### config.mk
export PLATFORM = sky130hd
export DESIGN_NAME = flashlight_ramp_controller_unit
export DESIGN_NICKNAME = d
export VERILOG_FILES = /design/src/rtl/frc_pkg.sv /design/src/rtl/frc_batt.sv /design/src/rtl/frc_ctrl.sv /design/src/rtl/flashlight_ramp_controller_unit.sv
export SDC_FILE = /design/constraint.sdc
export NUM_CORES = 1
export LEC_CHECK = 0
export ABC_AREA = 0
export BUFFER_PORTS_ARGS = -buffer_cell sky130_fd_sc_hd__buf_2
export CAP_MARGIN = 20
export CORE_MARGIN = 2
export CORE_UTILIZATION = 60
export CTS_CLUSTER_SIZE = 14
export DETAILED_ROUTE_END_ITERATION = 8
export GPL_TIMING_DRIVEN = 0
export PLACE_DENSITY = 0.77
export SLEW_MARGIN = 20
export SYNTH_ARGS = -nofsm -noshare
export SYNTH_HDL_FRONTEND = slang
export SYNTH_SLANG_ARGS = --single-unit
### constraint.sdc
create_clock -name clk -period 19.7 [get_ports clk]
set_input_delay 1.97 -clock clk [delete_from_list [all_inputs] [get_ports clk]]
set_output_delay 1.97 -clock clk [all_outputs]
set_load 0.01 [all_outputs]
### src/rtl/frc_pkg.sv
`timescale 1ns / 1ps
// ----------------------------------------------------------------------------
// frc_pkg
// Shared constants, register indexes, level tables and types for the
// flashlight ramp controller.
// ----------------------------------------------------------------------------
package frc_pkg;

  localparam int NUM_LEVELS = 64;
  localparam int LEVEL_W    = 6;
  localparam logic [LEVEL_W-1:0] TOP_LEVEL =
    LEVEL_W'((NUM_LEVELS - 1) > 63 ? 63 : (NUM_LEVELS - 1));
  localparam logic [LEVEL_W-1:0] STEP_DOWN = LEVEL_W'(NUM_LEVELS / 8);

  localparam logic [3:0] DEBOUNCE_MASK = 4'b1111;
  localparam logic [7:0] WINDOW_RESET  = 8'd169;
  localparam logic [7:0] COUNT_MAX     = 8'd255;

  // configuration register indexes
  localparam logic [2:0] REG_LONG_PRESS_UNIT    = 3'd0;
  localparam logic [2:0] REG_RAMP_TIMEOUT       = 3'd1;
  localparam logic [2:0] REG_LOW_THRESHOLD      = 3'd2;
  localparam logic [2:0] REG_CRITICAL_THRESHOLD = 3'd3;
  localparam logic [2:0] REG_STEP_DOWN_DELAY    = 3'd4;
  localparam logic [2:0] REG_GREEN_THRESHOLD    = 3'd5;
  localparam logic [2:0] REG_YELLOW_THRESHOLD   = 3'd6;

  // indicator codes
  localparam logic [1:0] IND_OFF    = 2'd0;
  localparam logic [1:0] IND_GREEN  = 2'd1;
  localparam logic [1:0] IND_YELLOW = 2'd2;
  localparam logic [1:0] IND_RED    = 2'd3;

  localparam logic [7:0] DUTY_TABLE [64] = '{
    8'd0, 8'd1, 8'd1, 8'd1, 8'd1, 8'd1, 8'd1, 8'd1,
    8'd1, 8'd2, 8'd2, 8'd2, 8'd2, 8'd2, 8'd3, 8'd3,
    8'd3, 8'd4, 8'd4, 8'd5, 8'd5, 8'd6, 8'd6, 8'd7,
    8'd7, 8'd8, 8'd9, 8'd10, 8'd11, 8'd12, 8'd13, 8'd14,
    8'd16, 8'd17, 8'd19, 8'd21, 8'd23, 8'd25, 8'd27, 8'd30,
    8'd33, 8'd36, 8'd39, 8'd43, 8'd47, 8'd52, 8'd56, 8'd62,
    8'd68, 8'd74, 8'd81, 8'd89, 8'd97, 8'd106, 8'd116, 8'd127,
    8'd139, 8'd153, 8'd167, 8'd183, 8'd200, 8'd219, 8'd239, 8'd255
  };

  localparam logic [7:0] TOP_TABLE [64] = '{
    8'd255, 8'd255, 8'd228, 8'd203, 8'd177, 8'd147, 8'd116, 8'd81,
    8'd52, 8'd248, 8'd225, 8'd199, 8'd171, 8'd140, 8'd237, 8'd212,
    8'd185, 8'd241, 8'd217, 8'd253, 8'd229, 8'd253, 8'd230, 8'd247,
    8'd222, 8'd234, 8'd242, 8'd246, 8'd247, 8'd247, 8'd244, 8'd240,
    8'd251, 8'd244, 8'd249, 8'd252, 8'd252, 8'd251, 8'd247, 8'd251,
    8'd253, 8'd252, 8'd249, 8'd251, 8'd251, 8'd254, 8'd250, 8'd253,
    8'd254, 8'd252, 8'd253, 8'd254, 8'd253, 8'd252, 8'd252, 8'd253,
    8'd253, 8'd254, 8'd254, 8'd254, 8'd254, 8'd254, 8'd254, 8'd255
  };

  // switch status handed from the ramp logic to the battery monitor
  typedef struct packed {
    logic pressed;
    logic idle;
  } frc_sw_t;

  // battery thresholds and step-down delay
  typedef struct packed {
    logic [7:0] low_thr;
    logic [7:0] crit_thr;
    logic [7:0] delay;
    logic [7:0] green_thr;
    logic [7:0] yellow_thr;
  } frc_batt_cfg_t;

endpackage

### src/rtl/frc_batt.sv
`timescale 1ns / 1ps
// ----------------------------------------------------------------------------
// frc_batt
// Battery monitor: four-sample window, average, indicator and the low
// reading counter that requests a step-down.
// ----------------------------------------------------------------------------
module frc_batt (
  input  logic                   clk,
  input  logic                   rst_n,
  input  logic                   adv,
  input  frc_pkg::frc_sw_t       sw,
  input  logic                   sample_ready,
  input  logic [7:0]             battery_sample,
  input  logic                   level_one,
  input  frc_pkg::frc_batt_cfg_t cfg,
  output logic                   step_down,
  output logic [1:0]             indicator
);
  import frc_pkg::*;

  logic [7:0] win_r [4];
  logic [7:0] win_nxt [4];
  logic [7:0] low_count_r, low_count_nxt;
  logic [1:0] ind_r, ind_nxt;
  logic [9:0] sum;
  logic [7:0] avg, thr, low_upd;
  logic       take;

  assign take = sw.idle && sample_ready;
  assign sum  = 10'(win_r[1]) + 10'(win_r[2]) + 10'(win_r[3]) + 10'(battery_sample);
  assign avg  = sum[9:2];
  assign thr  = level_one ? cfg.crit_thr : cfg.low_thr;

  always_comb begin
    win_nxt[0] = win_r[0];
    win_nxt[1] = win_r[1];
    win_nxt[2] = win_r[2];
    win_nxt[3] = win_r[3];
    ind_nxt    = ind_r;
    low_upd    = low_count_r;
    step_down  = 1'b0;
    if (take) begin
      win_nxt[0] = win_r[1];
      win_nxt[1] = win_r[2];
      win_nxt[2] = win_r[3];
      win_nxt[3] = battery_sample;
      low_upd    = (avg < thr) ? low_count_r + 8'd1 : 8'd0;
      priority if (avg > cfg.green_thr) begin
        ind_nxt = IND_GREEN;
      end else if (avg > cfg.yellow_thr) begin
        ind_nxt = IND_YELLOW;
      end else begin
        ind_nxt = IND_RED;
      end
    end
    low_count_nxt = low_upd;
    if (sw.pressed) begin
      low_count_nxt = 8'd0;
    end else if (sw.idle && low_upd >= cfg.delay) begin
      step_down     = 1'b1;
      low_count_nxt = 8'd0;
    end
  end

  always_ff @(posedge clk) begin
    if (!rst_n) begin
      for (int i = 0; i < 4; i++) win_r[i] <= WINDOW_RESET;
      low_count_r <= 8'd0;
      ind_r       <= IND_OFF;
    end else if (adv) begin
      for (int i = 0; i < 4; i++) win_r[i] <= win_nxt[i];
      low_count_r <= low_count_nxt;
      ind_r       <= ind_nxt;
    end
  end

  assign indicator = ind_nxt;

endmodule

### src/rtl/frc_ctrl.sv
`timescale 1ns / 1ps
// ----------------------------------------------------------------------------
// frc_ctrl
// Switch debounce, hold timing, ramping, toggling, direction and the
// on-time timeout; applies the battery step-down to the level.
// ----------------------------------------------------------------------------
module frc_ctrl (
  input  logic                         clk,
  input  logic                         rst_n,
  input  logic                         adv,
  input  logic                         switch_pressed,
  input  logic [4:0]                   unit,
  input  logic [7:0]                   timeout,
  input  logic                         step_down,
  output frc_pkg::frc_sw_t             sw,
  output logic [frc_pkg::LEVEL_W-1:0]  level,
  output logic [frc_pkg::LEVEL_W-1:0]  level_nxt,
  output logic                         dir_nxt
);
  import frc_pkg::*;

  logic [3:0]         hist_r, hist_nxt;
  logic [LEVEL_W-1:0] level_r, saved_r, saved_nxt;
  logic               dir_r;
  logic [7:0]         hold_r, hold_nxt, on_r, on_nxt, on0, hold1;
  logic [8:0]         unit8;
  logic [7:0]         unit7;
  logic               pressed, rev;
  logic [LEVEL_W-1:0] ramp_lvl, lvl_mid;

  assign hist_nxt = {hist_r[2:0], switch_pressed} & DEBOUNCE_MASK;
  assign pressed  = hist_nxt != 4'd0;
  assign unit8    = {1'b0, unit, 3'b000};
  assign unit7    = {unit, 3'b000} - {3'b000, unit};
  assign on0      = (level_r == '0) ? 8'd0 : on_r;
  assign hold1    = (hold_r != COUNT_MAX) ? hold_r + 8'd1 : hold_r;

  assign sw.pressed = pressed;
  assign sw.idle    = !pressed && hold_r == 8'd0;

  always_comb begin
    if (dir_r) begin
      ramp_lvl = (level_r >= TOP_LEVEL) ? TOP_LEVEL : level_r + LEVEL_W'(1);
    end else begin
      ramp_lvl = (level_r <= LEVEL_W'(1)) ? LEVEL_W'(1) : level_r - LEVEL_W'(1);
    end
  end

  always_comb begin
    lvl_mid   = level_r;
    saved_nxt = saved_r;
    hold_nxt  = hold_r;
    on_nxt    = on0;
    rev       = 1'b0;
    if (pressed) begin
      hold_nxt = hold1;
      if ({1'b0, hold1} + 9'd1 == unit8) lvl_mid = ramp_lvl;
      if ({1'b0, hold1} == unit8) hold_nxt = unit7;
    end else begin
      if (level_r != '0 && on0 != COUNT_MAX) on_nxt = on0 + 8'd1;
      if (hold_r != 8'd0 && hold_r < unit7) begin
        // short press toggles off and the saved level
        if (level_r == '0) begin
          lvl_mid = saved_r;
        end else begin
          saved_nxt = level_r;
          lvl_mid   = '0;
        end
      end else if (hold_r != 8'd0) begin
        rev = 1'b1;
      end else begin
        rev = (on_nxt == timeout);
      end
      hold_nxt = 8'd0;
    end
    if (rev) begin
      priority if (level_r <= LEVEL_W'(1)) begin
        dir_nxt = 1'b1;
      end else if (level_r >= TOP_LEVEL) begin
        dir_nxt = 1'b0;
      end else begin
        dir_nxt = !dir_r;
      end
    end else begin
      dir_nxt = dir_r;
    end
    level_nxt = lvl_mid;
    if (step_down) begin
      level_nxt = (level_r <= STEP_DOWN) ? LEVEL_W'(1) : level_r - STEP_DOWN;
    end
  end

  always_ff @(posedge clk) begin
    if (!rst_n) begin
      hist_r  <= 4'd0;
      level_r <= '0;
      dir_r   <= 1'b1;
      hold_r  <= 8'd0;
      on_r    <= 8'd0;
      saved_r <= '0;
    end else if (adv) begin
      hist_r  <= hist_nxt;
      level_r <= level_nxt;
      dir_r   <= dir_nxt;
      hold_r  <= hold_nxt;
      on_r    <= on_nxt;
      saved_r <= saved_nxt;
    end
  end

  assign level = level_r;

endmodule

### src/rtl/flashlight_ramp_controller_unit.sv
`timescale 1ns / 1ps
// ----------------------------------------------------------------------------
// flashlight_ramp_controller_unit
// Flashlight ramping controller, one input word per 16 ms tick.
// ----------------------------------------------------------------------------
// Usage:
//   in_*  : one word per tick; in_tdata[0] raw switch, in_tdata[8:1]
//           battery reading, in_tuser flags a fresh battery reading.
//   out_* : one word per input word with level, pwm duty, pwm top,
//           indicator and ramp direction.
//   cfg_* : register writes, only while no word is in flight.
// Path: an accepted word is held in the input register, and its result is
//   captured in the output register and presented on out_*.
// Throughput: one word per cycle while out_tready stays high; the tick
//   logic is combinational between the input and the output register.
// Reset (rst_n low, synchronous): config registers go to their defaults,
//   the level is off, ramp direction up, battery window filled with 169.
// Stall: while out_tready is low the result is held; one more input word
//   is taken into the input register, after which in_tready drops.
// ----------------------------------------------------------------------------
module flashlight_ramp_controller_unit (
  input  logic        clk,
  input  logic        rst_n,
  input  logic        in_tvalid,
  output logic        in_tready,
  input  logic [15:0] in_tdata,   // switch_pressed, battery_sample, zero pad
  input  logic        in_tuser,   // sample_ready
  output logic        out_tvalid,
  input  logic        out_tready,
  output logic [31:0] out_tdata,  // level_index, pwm_duty, pwm_top, indicator,
                                  // ramping_up, zero pad
  input  logic        cfg_wen,
  input  logic [2:0]  cfg_index,
  input  logic [7:0]  cfg_wdata
);
  import frc_pkg::*;

  logic [4:0]         unit_r;
  logic [7:0]         timeout_r;
  frc_batt_cfg_t      bcfg_r;

  logic               in_valid_r, out_valid_r, adv;
  logic               sw_in_r, smp_rdy_r;
  logic [7:0]         smp_r;
  frc_sw_t            sw;
  logic               step_down;
  logic [1:0]         ind;
  logic [LEVEL_W-1:0] level, level_nxt;
  logic               dir_nxt;
  logic [LEVEL_W-1:0] out_level_r;
  logic [7:0]         out_duty_r, out_top_r;
  logic [1:0]         out_ind_r;
  logic               out_dir_r;

  // config registers
  always_ff @(posedge clk) begin
    if (!rst_n) begin
      unit_r            <= 5'd4;
      timeout_r         <= 8'd120;
      bcfg_r.low_thr    <= 8'd123;
      bcfg_r.crit_thr   <= 8'd113;
      bcfg_r.delay      <= 8'd188;
      bcfg_r.green_thr  <= 8'd154;
      bcfg_r.yellow_thr <= 8'd139;
    end else if (cfg_wen) begin
      unique case (cfg_index)
        REG_LONG_PRESS_UNIT:    unit_r            <= cfg_wdata[4:0];
        REG_RAMP_TIMEOUT:       timeout_r         <= cfg_wdata;
        REG_LOW_THRESHOLD:      bcfg_r.low_thr    <= cfg_wdata;
        REG_CRITICAL_THRESHOLD: bcfg_r.crit_thr   <= cfg_wdata;
        REG_STEP_DOWN_DELAY:    bcfg_r.delay      <= cfg_wdata;
        REG_GREEN_THRESHOLD:    bcfg_r.green_thr  <= cfg_wdata;
        REG_YELLOW_THRESHOLD:   bcfg_r.yellow_thr <= cfg_wdata;
        default: ;
      endcase
    end
  end

  // input register feeds the tick logic, output register holds the result
  assign adv       = in_valid_r && (!out_valid_r || out_tready);
  assign in_tready = !in_valid_r || adv;

  always_ff @(posedge clk) begin
    if (!rst_n) begin
      in_valid_r  <= 1'b0;
      out_valid_r <= 1'b0;
    end else begin
      if (in_tready) in_valid_r <= in_tvalid;
      if (adv) begin
        out_valid_r <= 1'b1;
      end else if (out_tready) begin
        out_valid_r <= 1'b0;
      end
    end
  end

  always_ff @(posedge clk) begin
    if (in_tvalid && in_tready) begin
      sw_in_r   <= in_tdata[0];
      smp_r     <= in_tdata[8:1];
      smp_rdy_r <= in_tuser;
    end
    if (adv) begin
      out_level_r <= level_nxt;
      out_duty_r  <= DUTY_TABLE[level_nxt];
      out_top_r   <= TOP_TABLE[level_nxt];
      out_ind_r   <= ind;
      out_dir_r   <= dir_nxt;
    end
  end

  frc_ctrl u_ctrl (
    .clk            (clk),
    .rst_n          (rst_n),
    .adv            (adv),
    .switch_pressed (sw_in_r),
    .unit           (unit_r),
    .timeout        (timeout_r),
    .step_down      (step_down),
    .sw             (sw),
    .level          (level),
    .level_nxt      (level_nxt),
    .dir_nxt        (dir_nxt)
  );

  frc_batt u_batt (
    .clk            (clk),
    .rst_n          (rst_n),
    .adv            (adv),
    .sw             (sw),
    .sample_ready   (smp_rdy_r),
    .battery_sample (smp_r),
    .level_one      (level == LEVEL_W'(1)),
    .cfg            (bcfg_r),
    .step_down      (step_down),
    .indicator      (ind)
  );

  assign out_tvalid = out_valid_r;
  assign out_tdata  = {7'd0, out_dir_r, out_ind_r, out_top_r, out_duty_r, out_level_r};

  // a full input register behind a stalled result must hold off the sender
  a_stall_backpressure: assert property (@(posedge clk) disable iff (!rst_n)
    in_valid_r && out_valid_r && !out_tready |-> !in_tready)
    else $error("input taken while pipeline is blocked");

  // the tick logic only advances when a word is processed
  a_level_hold: assert property (@(posedge clk) disable iff (!rst_n)
    !adv |=> $stable(level))
    else $error("level changed without a processed word");

  // a step-down never happens during a press
  a_no_step_pressed: assert property (@(posedge clk) disable iff (!rst_n)
    sw.pressed |-> !step_down)
    else $error("step-down while switch pressed");

  // an output word with the level off carries zero duty
  a_off_duty: assert property (@(posedge clk) disable iff (!rst_n)
    out_valid_r && out_level_r == '0 |-> out_duty_r == 8'd0)
    else $error("nonzero duty with level off");

endmodule

==> metrics.cfg, run 1 <==
[outcome]
status = complete, no violations

[routing]
wire_per_inst_um = 17.9
drt_iter0_markers = 918
drcViolationCount = 0
met2_length_um = 12900
dr_wl_met3_um = 2020
vias = 9478
drt-pass1-iter-count = 6
wl_um = 27500
wl_met1_um = 11900
topRoutingLayerUsed = met4
via_per_inst = 6.15
antenna_left = 0

[cells_and_area]
area_growth_pct = 11.8
diodes = 0
nets = 1419
stdcell_area_um2 = 11700
final_util = 0.683
final_common_cell = nand2_1
most-common-layout-cells = 172 x nand2_1, 97 x dfxtp_1, 84 x inv_1, 74 x ha_1, 65 x nor2_1
drive_gt1_frac = 0.109

[cts]
clk-insertion-delay-late_ns = 0.44
cts_tree = built
clockBufferDepth = 2
cts_max_level = 4
cts_resized = 0
clk_pin_slew_ns = 0.07
post-cts-setup-buffer-count = 0
cts_root_buffer = clkbuf_16
clock_sinks = 156
ctsHoldBuffers = 0
cts_buffers = 17

[floorplan]
coreArea_um2 = 17200
initial_core_util = 0.611
num_io_pins = 67
die_h_um = 136
fp.dieW_um = 136
fp-row-count = 48
die_area_um2 = 18600

[synthesis]
avgSynthCellArea_um2 = 8.55
netlist_top_cells_area = dfxtp_1 19%, edfxtp_1 17%, ha_1 8.8%
synth_cell_types = 92
syn-instance-count = 1227
yosysSeqAreaShare = 0.354
ys_warn_count = 0
synth-seq-cells = 156
ys.flop_type = dfxtp_1
yosys.area.top_type = dfxtp_1
synth-edff-count = 59
syn_area_um2 = 10500
yosysTopAreaCellShare = 0.185
synthArstFlopShare = 0

[sta]
setup-violations-final = 0
clock_skew_ns = 0.00840
relSlewSlack = 0.286
slew_viol_final = 0
min_period_over_period = 0.462
worst_slew_pin_slew_ns = 1.06
grt_setup_unrepaired = no
max_clock_freq_mhz = 110
report.final.hold_viol_count = 0
tns_ns = 0
fin_crit_ns = 9.10

[critical_path]
crit_slowest_cell = clkbuf_1
cp_top_family = compound AO/OA/AOI/OAI gates
arrival_ns = 9.37
max_stage_delay_ns = 0.57
critPathKind = flip-flop to flip-flop
worstSetupEndpointType = flip-flop
worstPathMaxFanout = 13
critPathBufInv = 5
cp-start-kind = flip-flop
cp.required_ns = 19.96

[placed_design]
port-buffer-count = 49
placed_area_um2 = 11100
hpwl_um = 20100
gp_congestion = 0.949

[global_routing]
grt_pass1_wl_um = 44100
overflow = 0
grt_max_degree = 25
antenna_found_initial = 0
grt_pass1_vias = 8828
gr-usage-all-layers = 0.303

[run]
max-cap-violations = 0

[pwr]
p_leak_nw = 4.71
powerDensity_nw_per_um2 = 77.1
vdd_drop_max_uv = 68.8

[worst_hold_path]
hp-class = flip-flop to flip-flop

[flip-flops by register name (all words and copies together), names as in the netlist, 8 cells and up]
name,count
bcfg_r,40
u_batt.win_r,24
out_duty_r,8
out_top_r,8
smp_r,8
timeout_r,8
u_batt.low_count_r,8
u_ctrl.hold_r,8
u_ctrl.on_r,8
[routing by layer]
| metal | vias to the layer above | track usage |
|---|---|---|
| met1 | 4464 | 0.405 |
| met2 | 417 | 0.486 |
| li1 | 4533 | - |
| met5 | - | 0 |
| met3 | 64 | 0.0544 |
| met4 | 0 | 0.120 |
[Yosys cell counts (23+ instances only)]
cell      instances
o21ai_0          56
a21boi_0         30
nand3_1          54
clkbuf_1         46
o211ai_1         24
edfxtp_1         59
inv_1            84
nand2_1         172
mux2i_1          23
dfxtp_1          97
a21oi_1          52
nor2_1           65
ha_1             74
nor2b_1          40
[kinds of logic (layout without fill, tap and decap cells)]
family,after synthesis,in the layout,share of synthesized area
adder cells (fa/ha/maj),83,83,0.105
other,1,7,0.000358
XOR/XNOR,33,33,0.0276
multiplexers,26,26,0.0262
buffers and inverters,163,246,0.0656
flip-flops,156,156,0.354
AO/OA/AOI/OAI,307,307,0.207
AND/OR/NAND/NOR,458,458,0.213
[report_power, final]
| group | switching, mW | internal [mW] | leakage [nW] |
|---|---|---|---|
| Sequential | 0.00542 | 0.346 | 1.33 |
| Combinational | 0.127 | 0.0798 | 3.09 |
| Clock | 0.145 | 0.202 | 0.291 |
| Total | 0.277 | 0.628 | 4.71 |
[layout make-up]
class | count | area [um^2]
Clock buffer | 17 | 425
Fill cell | 1431 | 5450
Buffer | 73 | 352
Multi-Input combinational cell | 914 | 6130
Timing Repair Buffer | 51 | 300
Inverter | 90 | 338
Tap cell | 225 | 282
Sequential cell | 156 | 3710
Clock inverter | 15 | 188
[worst min-delay path, cell delays in order (launching register included)]
cell and delay, ns:
dfxtp_1 0.31, nand2_1 0.05, a21boi_0 0.06
[final timing paths]
check             cells after the start                         startpoint                      to  slack [ns]
hold reg to reg                       2             bcfg_r[5]$_SDFFE_PN0P_  bcfg_r[5]$_SDFFE_PN0P_        0.46
setup / recovery                     38  u_batt.win_r[0][16]$_SDFFCE_PN1P_  out_top_r[0]$_DFFE_PP_       10.60
setup reg to reg                     38  u_batt.win_r[0][16]$_SDFFCE_PN1P_  out_top_r[0]$_DFFE_PP_       10.60
hold / removal                        2             bcfg_r[5]$_SDFFE_PN0P_  bcfg_r[5]$_SDFFE_PN0P_        0.46
[metrics by stage]
stage / hold WS [ns] / instances / worst slack [ns] / power, mW
floorplan: 0.434 / 1233 / 12.14 / 0.506
global placement: 0.450 / 1507 / 10.92 / 0.555
detailed placement: 0.454 / 1509 / 10.82 / 0.562
CTS: 0.468 / 1541 / 10.73 / 0.904
global route: 0.493 / 1541 / 9.97 / 0.945
finish: 0.464 / 1541 / 10.60 / 0.905
Power figures use the tool's default switching activity.
==> inputs of run 2 (changes only) <==
clock period = 8.5 ns   (was 19.7 ns; I/O delays follow)
==> metrics.cfg, run 2 (synthesis gave the netlist of run 1 again) <==
[placed_design]
gp_congestion = 0.949  ; unchanged
hpwl_um = 20100  ; unchanged
placed_area_um2 = 11100  ; unchanged
port-buffer-count = 49  ; unchanged

[floorplan]
fp-row-count = 48  ; unchanged
initial_core_util = 0.611  ; unchanged
die_area_um2 = 18600  ; unchanged
fp.dieW_um = 136  ; unchanged
coreArea_um2 = 17200  ; unchanged
num_io_pins = 67  ; unchanged
die_h_um = 136  ; unchanged

[sta]
worst_slew_pin_slew_ns = 1.02  ; -0.0458 ns
max_clock_freq_mhz = 124  ; +13%
setup-violations-final = 0  ; unchanged
slew_viol_final = 0  ; unchanged
fin_crit_ns = 8.03  ; -1.07 ns
report.final.hold_viol_count = 0  ; unchanged
relSlewSlack = 0.317  ; +0.0308
min_period_over_period = 0.945  ; +0.483
clock_skew_ns = 0.00954  ; +0.00114 ns

[pwr]
fin_total_pwr_mw = 2.11  ; +130%
comb_power_share = 0.234  ; +0.006
swShare = 0.307  ; +0.00125
vdd_drop_max_uv = 161  ; +130%
netSwitchingPower_mw = 0.650  ; +130%
p_int_mw = 1.46  ; +130%
powerDensity_nw_per_um2 = 179  ; +130%
p_leak_nw = 4.74  ; +0.52%
power_frac_seq = 0.386  ; -0.003
clockPowerShare = 0.380  ; -0.003

[critical_path]
arrival_ns = 8.34  ; -1.03 ns
critPathKind = flip-flop to flip-flop
worstSetupEndpointType = flip-flop
max_stage_delay_ns = 0.53  ; -0.04 ns
worstPathMaxFanout = 13  ; unchanged
timing.critical_path.mode_cell = ha_1
crit_slowest_cell = o311ai_0
cp-start-kind = flip-flop
cp.required_ns = 8.80  ; -11.16 ns

[routing]
antenna_left = 0  ; unchanged
drcViolationCount = 0  ; unchanged
wl_met1_um = 12000  ; +0.65%
wire_per_inst_um = 17.9  ; +0.37%
topRoutingLayerUsed = met4
via_per_inst = 6.19  ; +0.63%
dr_wl_met3_um = 1910  ; -5.3%
vias = 9544  ; +0.70%
wl_um = 27600  ; +0.44%
drt_iter0_markers = 930  ; +1.3%
drt-pass1-iter-count = 6  ; unchanged
met2_length_um = 13000  ; +0.54%

[run]
max-cap-violations = 0  ; unchanged

[cells_and_area]
area_growth_pct = 12.5
stdcell_area_um2 = 11800  ; +0.63%
nets = 1420  ; +0.070%
drive_gt1_frac = 0.118  ; +0.00827
largest_reg_flops = 40  ; unchanged
regMostFlops = bcfg_r
diodes = 0  ; unchanged
top_regs = bcfg_r (40), u_batt.win_r (24)
most-common-layout-cells = 172 x nand2_1, 97 x dfxtp_1, 84 x inv_1, 72 x ha_1, 65 x nor2_1
final_common_cell = nand2_1

[cts]
clk_pin_slew_ns = 0.07  ; about the same
cts_tree = built
cts_buffers = 17  ; unchanged
clock_sinks = 156  ; unchanged
cts_max_level = 4  ; unchanged
clk-insertion-delay-late_ns = 0.44  ; about the same
ctsHoldBuffers = 0  ; unchanged
clockBufferDepth = 2  ; unchanged
cts_root_buffer = clkbuf_16

[global_routing]
grt_pass1_vias = 8823  ; -0.057%
grt_max_degree = 25  ; unchanged
grt_pass1_wl_um = 44100  ; about the same
gr-usage-all-layers = 0.303  ; unchanged
overflow = 0  ; unchanged
antenna_found_initial = 0  ; unchanged

[worst_hold_path]
hp-class = flip-flop to flip-flop

[outcome]
status = complete, no violations

[run 2: changes by cell type in the layout (fill, tap and decap cells not counted), moves of 2 or more]
| cell | previous run | this run |
|---|---|---|
| o21ai_0 | 55 | 53 |
| buf_4 | 11 | 13 |
| ha_1 | 74 | 72 |
| clkbuf_1 | 46 | 43 |
| o21ai_1 | 7 | 9 |
[run 2: per-stage QoR]
stage                     utilization  instances  TNS, ns  setup slack (ns)  hold slack [ns]
final                           0.687       1542        0             0.466            0.465
after detailed placement        0.647       1509    -1.79            -0.383            0.454
after global placement          0.643       1507    -1.19            -0.280            0.450
after floorplan                     -       1233        0             0.941            0.434
after global routing            0.687       1542  -0.0677           -0.0677            0.493
after CTS                       0.683       1540        0            0.0171            0.468
[run 2: final cells by class]
type / instances / area [um^2]
Tap cell: 225 / 282
Sequential cell: 156 / 3710
Multi-Input combinational cell: 914 / 6180
Clock buffer: 17 / 425
Fill cell: 1413 / 5380
Inverter: 90 / 338
Buffer: 72 / 359
Timing Repair Buffer: 53 / 315
Clock inverter: 15 / 188
[run 2: path summary, 6_finish.rpt]
| check | startpoint | cells past startpoint | slack [ns] | to |
|---|---|---|---|---|
| max reg2reg | u_batt.win_r[0][16]$_SDFFCE_PN1P_ | 38 | 0.47 | out_top_r[2]$_DFFE_PP_ |
| max | u_batt.win_r[0][16]$_SDFFCE_PN1P_ | 38 | 0.47 | out_top_r[2]$_DFFE_PP_ |
| min reg2reg | bcfg_r[5]$_SDFFE_PN0P_ | 2 | 0.47 | bcfg_r[5]$_SDFFE_PN0P_ |
| min | bcfg_r[5]$_SDFFE_PN0P_ | 2 | 0.47 | bcfg_r[5]$_SDFFE_PN0P_ |
[run 2: power by group through the flow]
stage	combinational, mW	sequential [mW]	clock, mW
2_1_floorplan	0.340	0.833	0
3_3_place_gp	0.454	0.832	0
3_5_place_dp	0.470	0.832	0
4_1_cts	0.477	0.816	0.805
5_1_grt	0.553	0.818	0.836
6_report	0.495	0.816	0.804
[run 2: timing repair]
action	in CTS	in global routing
setup buffers	0	2
resized for setup	4	15
endpoints found under the setup margin	6	10
[run 2: critical path: cells and delay by family (launching register included)]
kind	cells	cell delay [ns]
AOI/OAI and AO/OA	17	3.47
xor gates and xnor gates	1	0.17
adders and majority gates	7	1.98
buffers and inverters	5	0.88
DFF	1	0.36
and+or+nand+nor	8	1.02
[run 2: metal layers]
metal,global-route usage,up-vias
li1,-,4535
met1,0.405,4490
met2,0.486,446
met3,0.0544,73
met4,0.120,0
met5,0,-
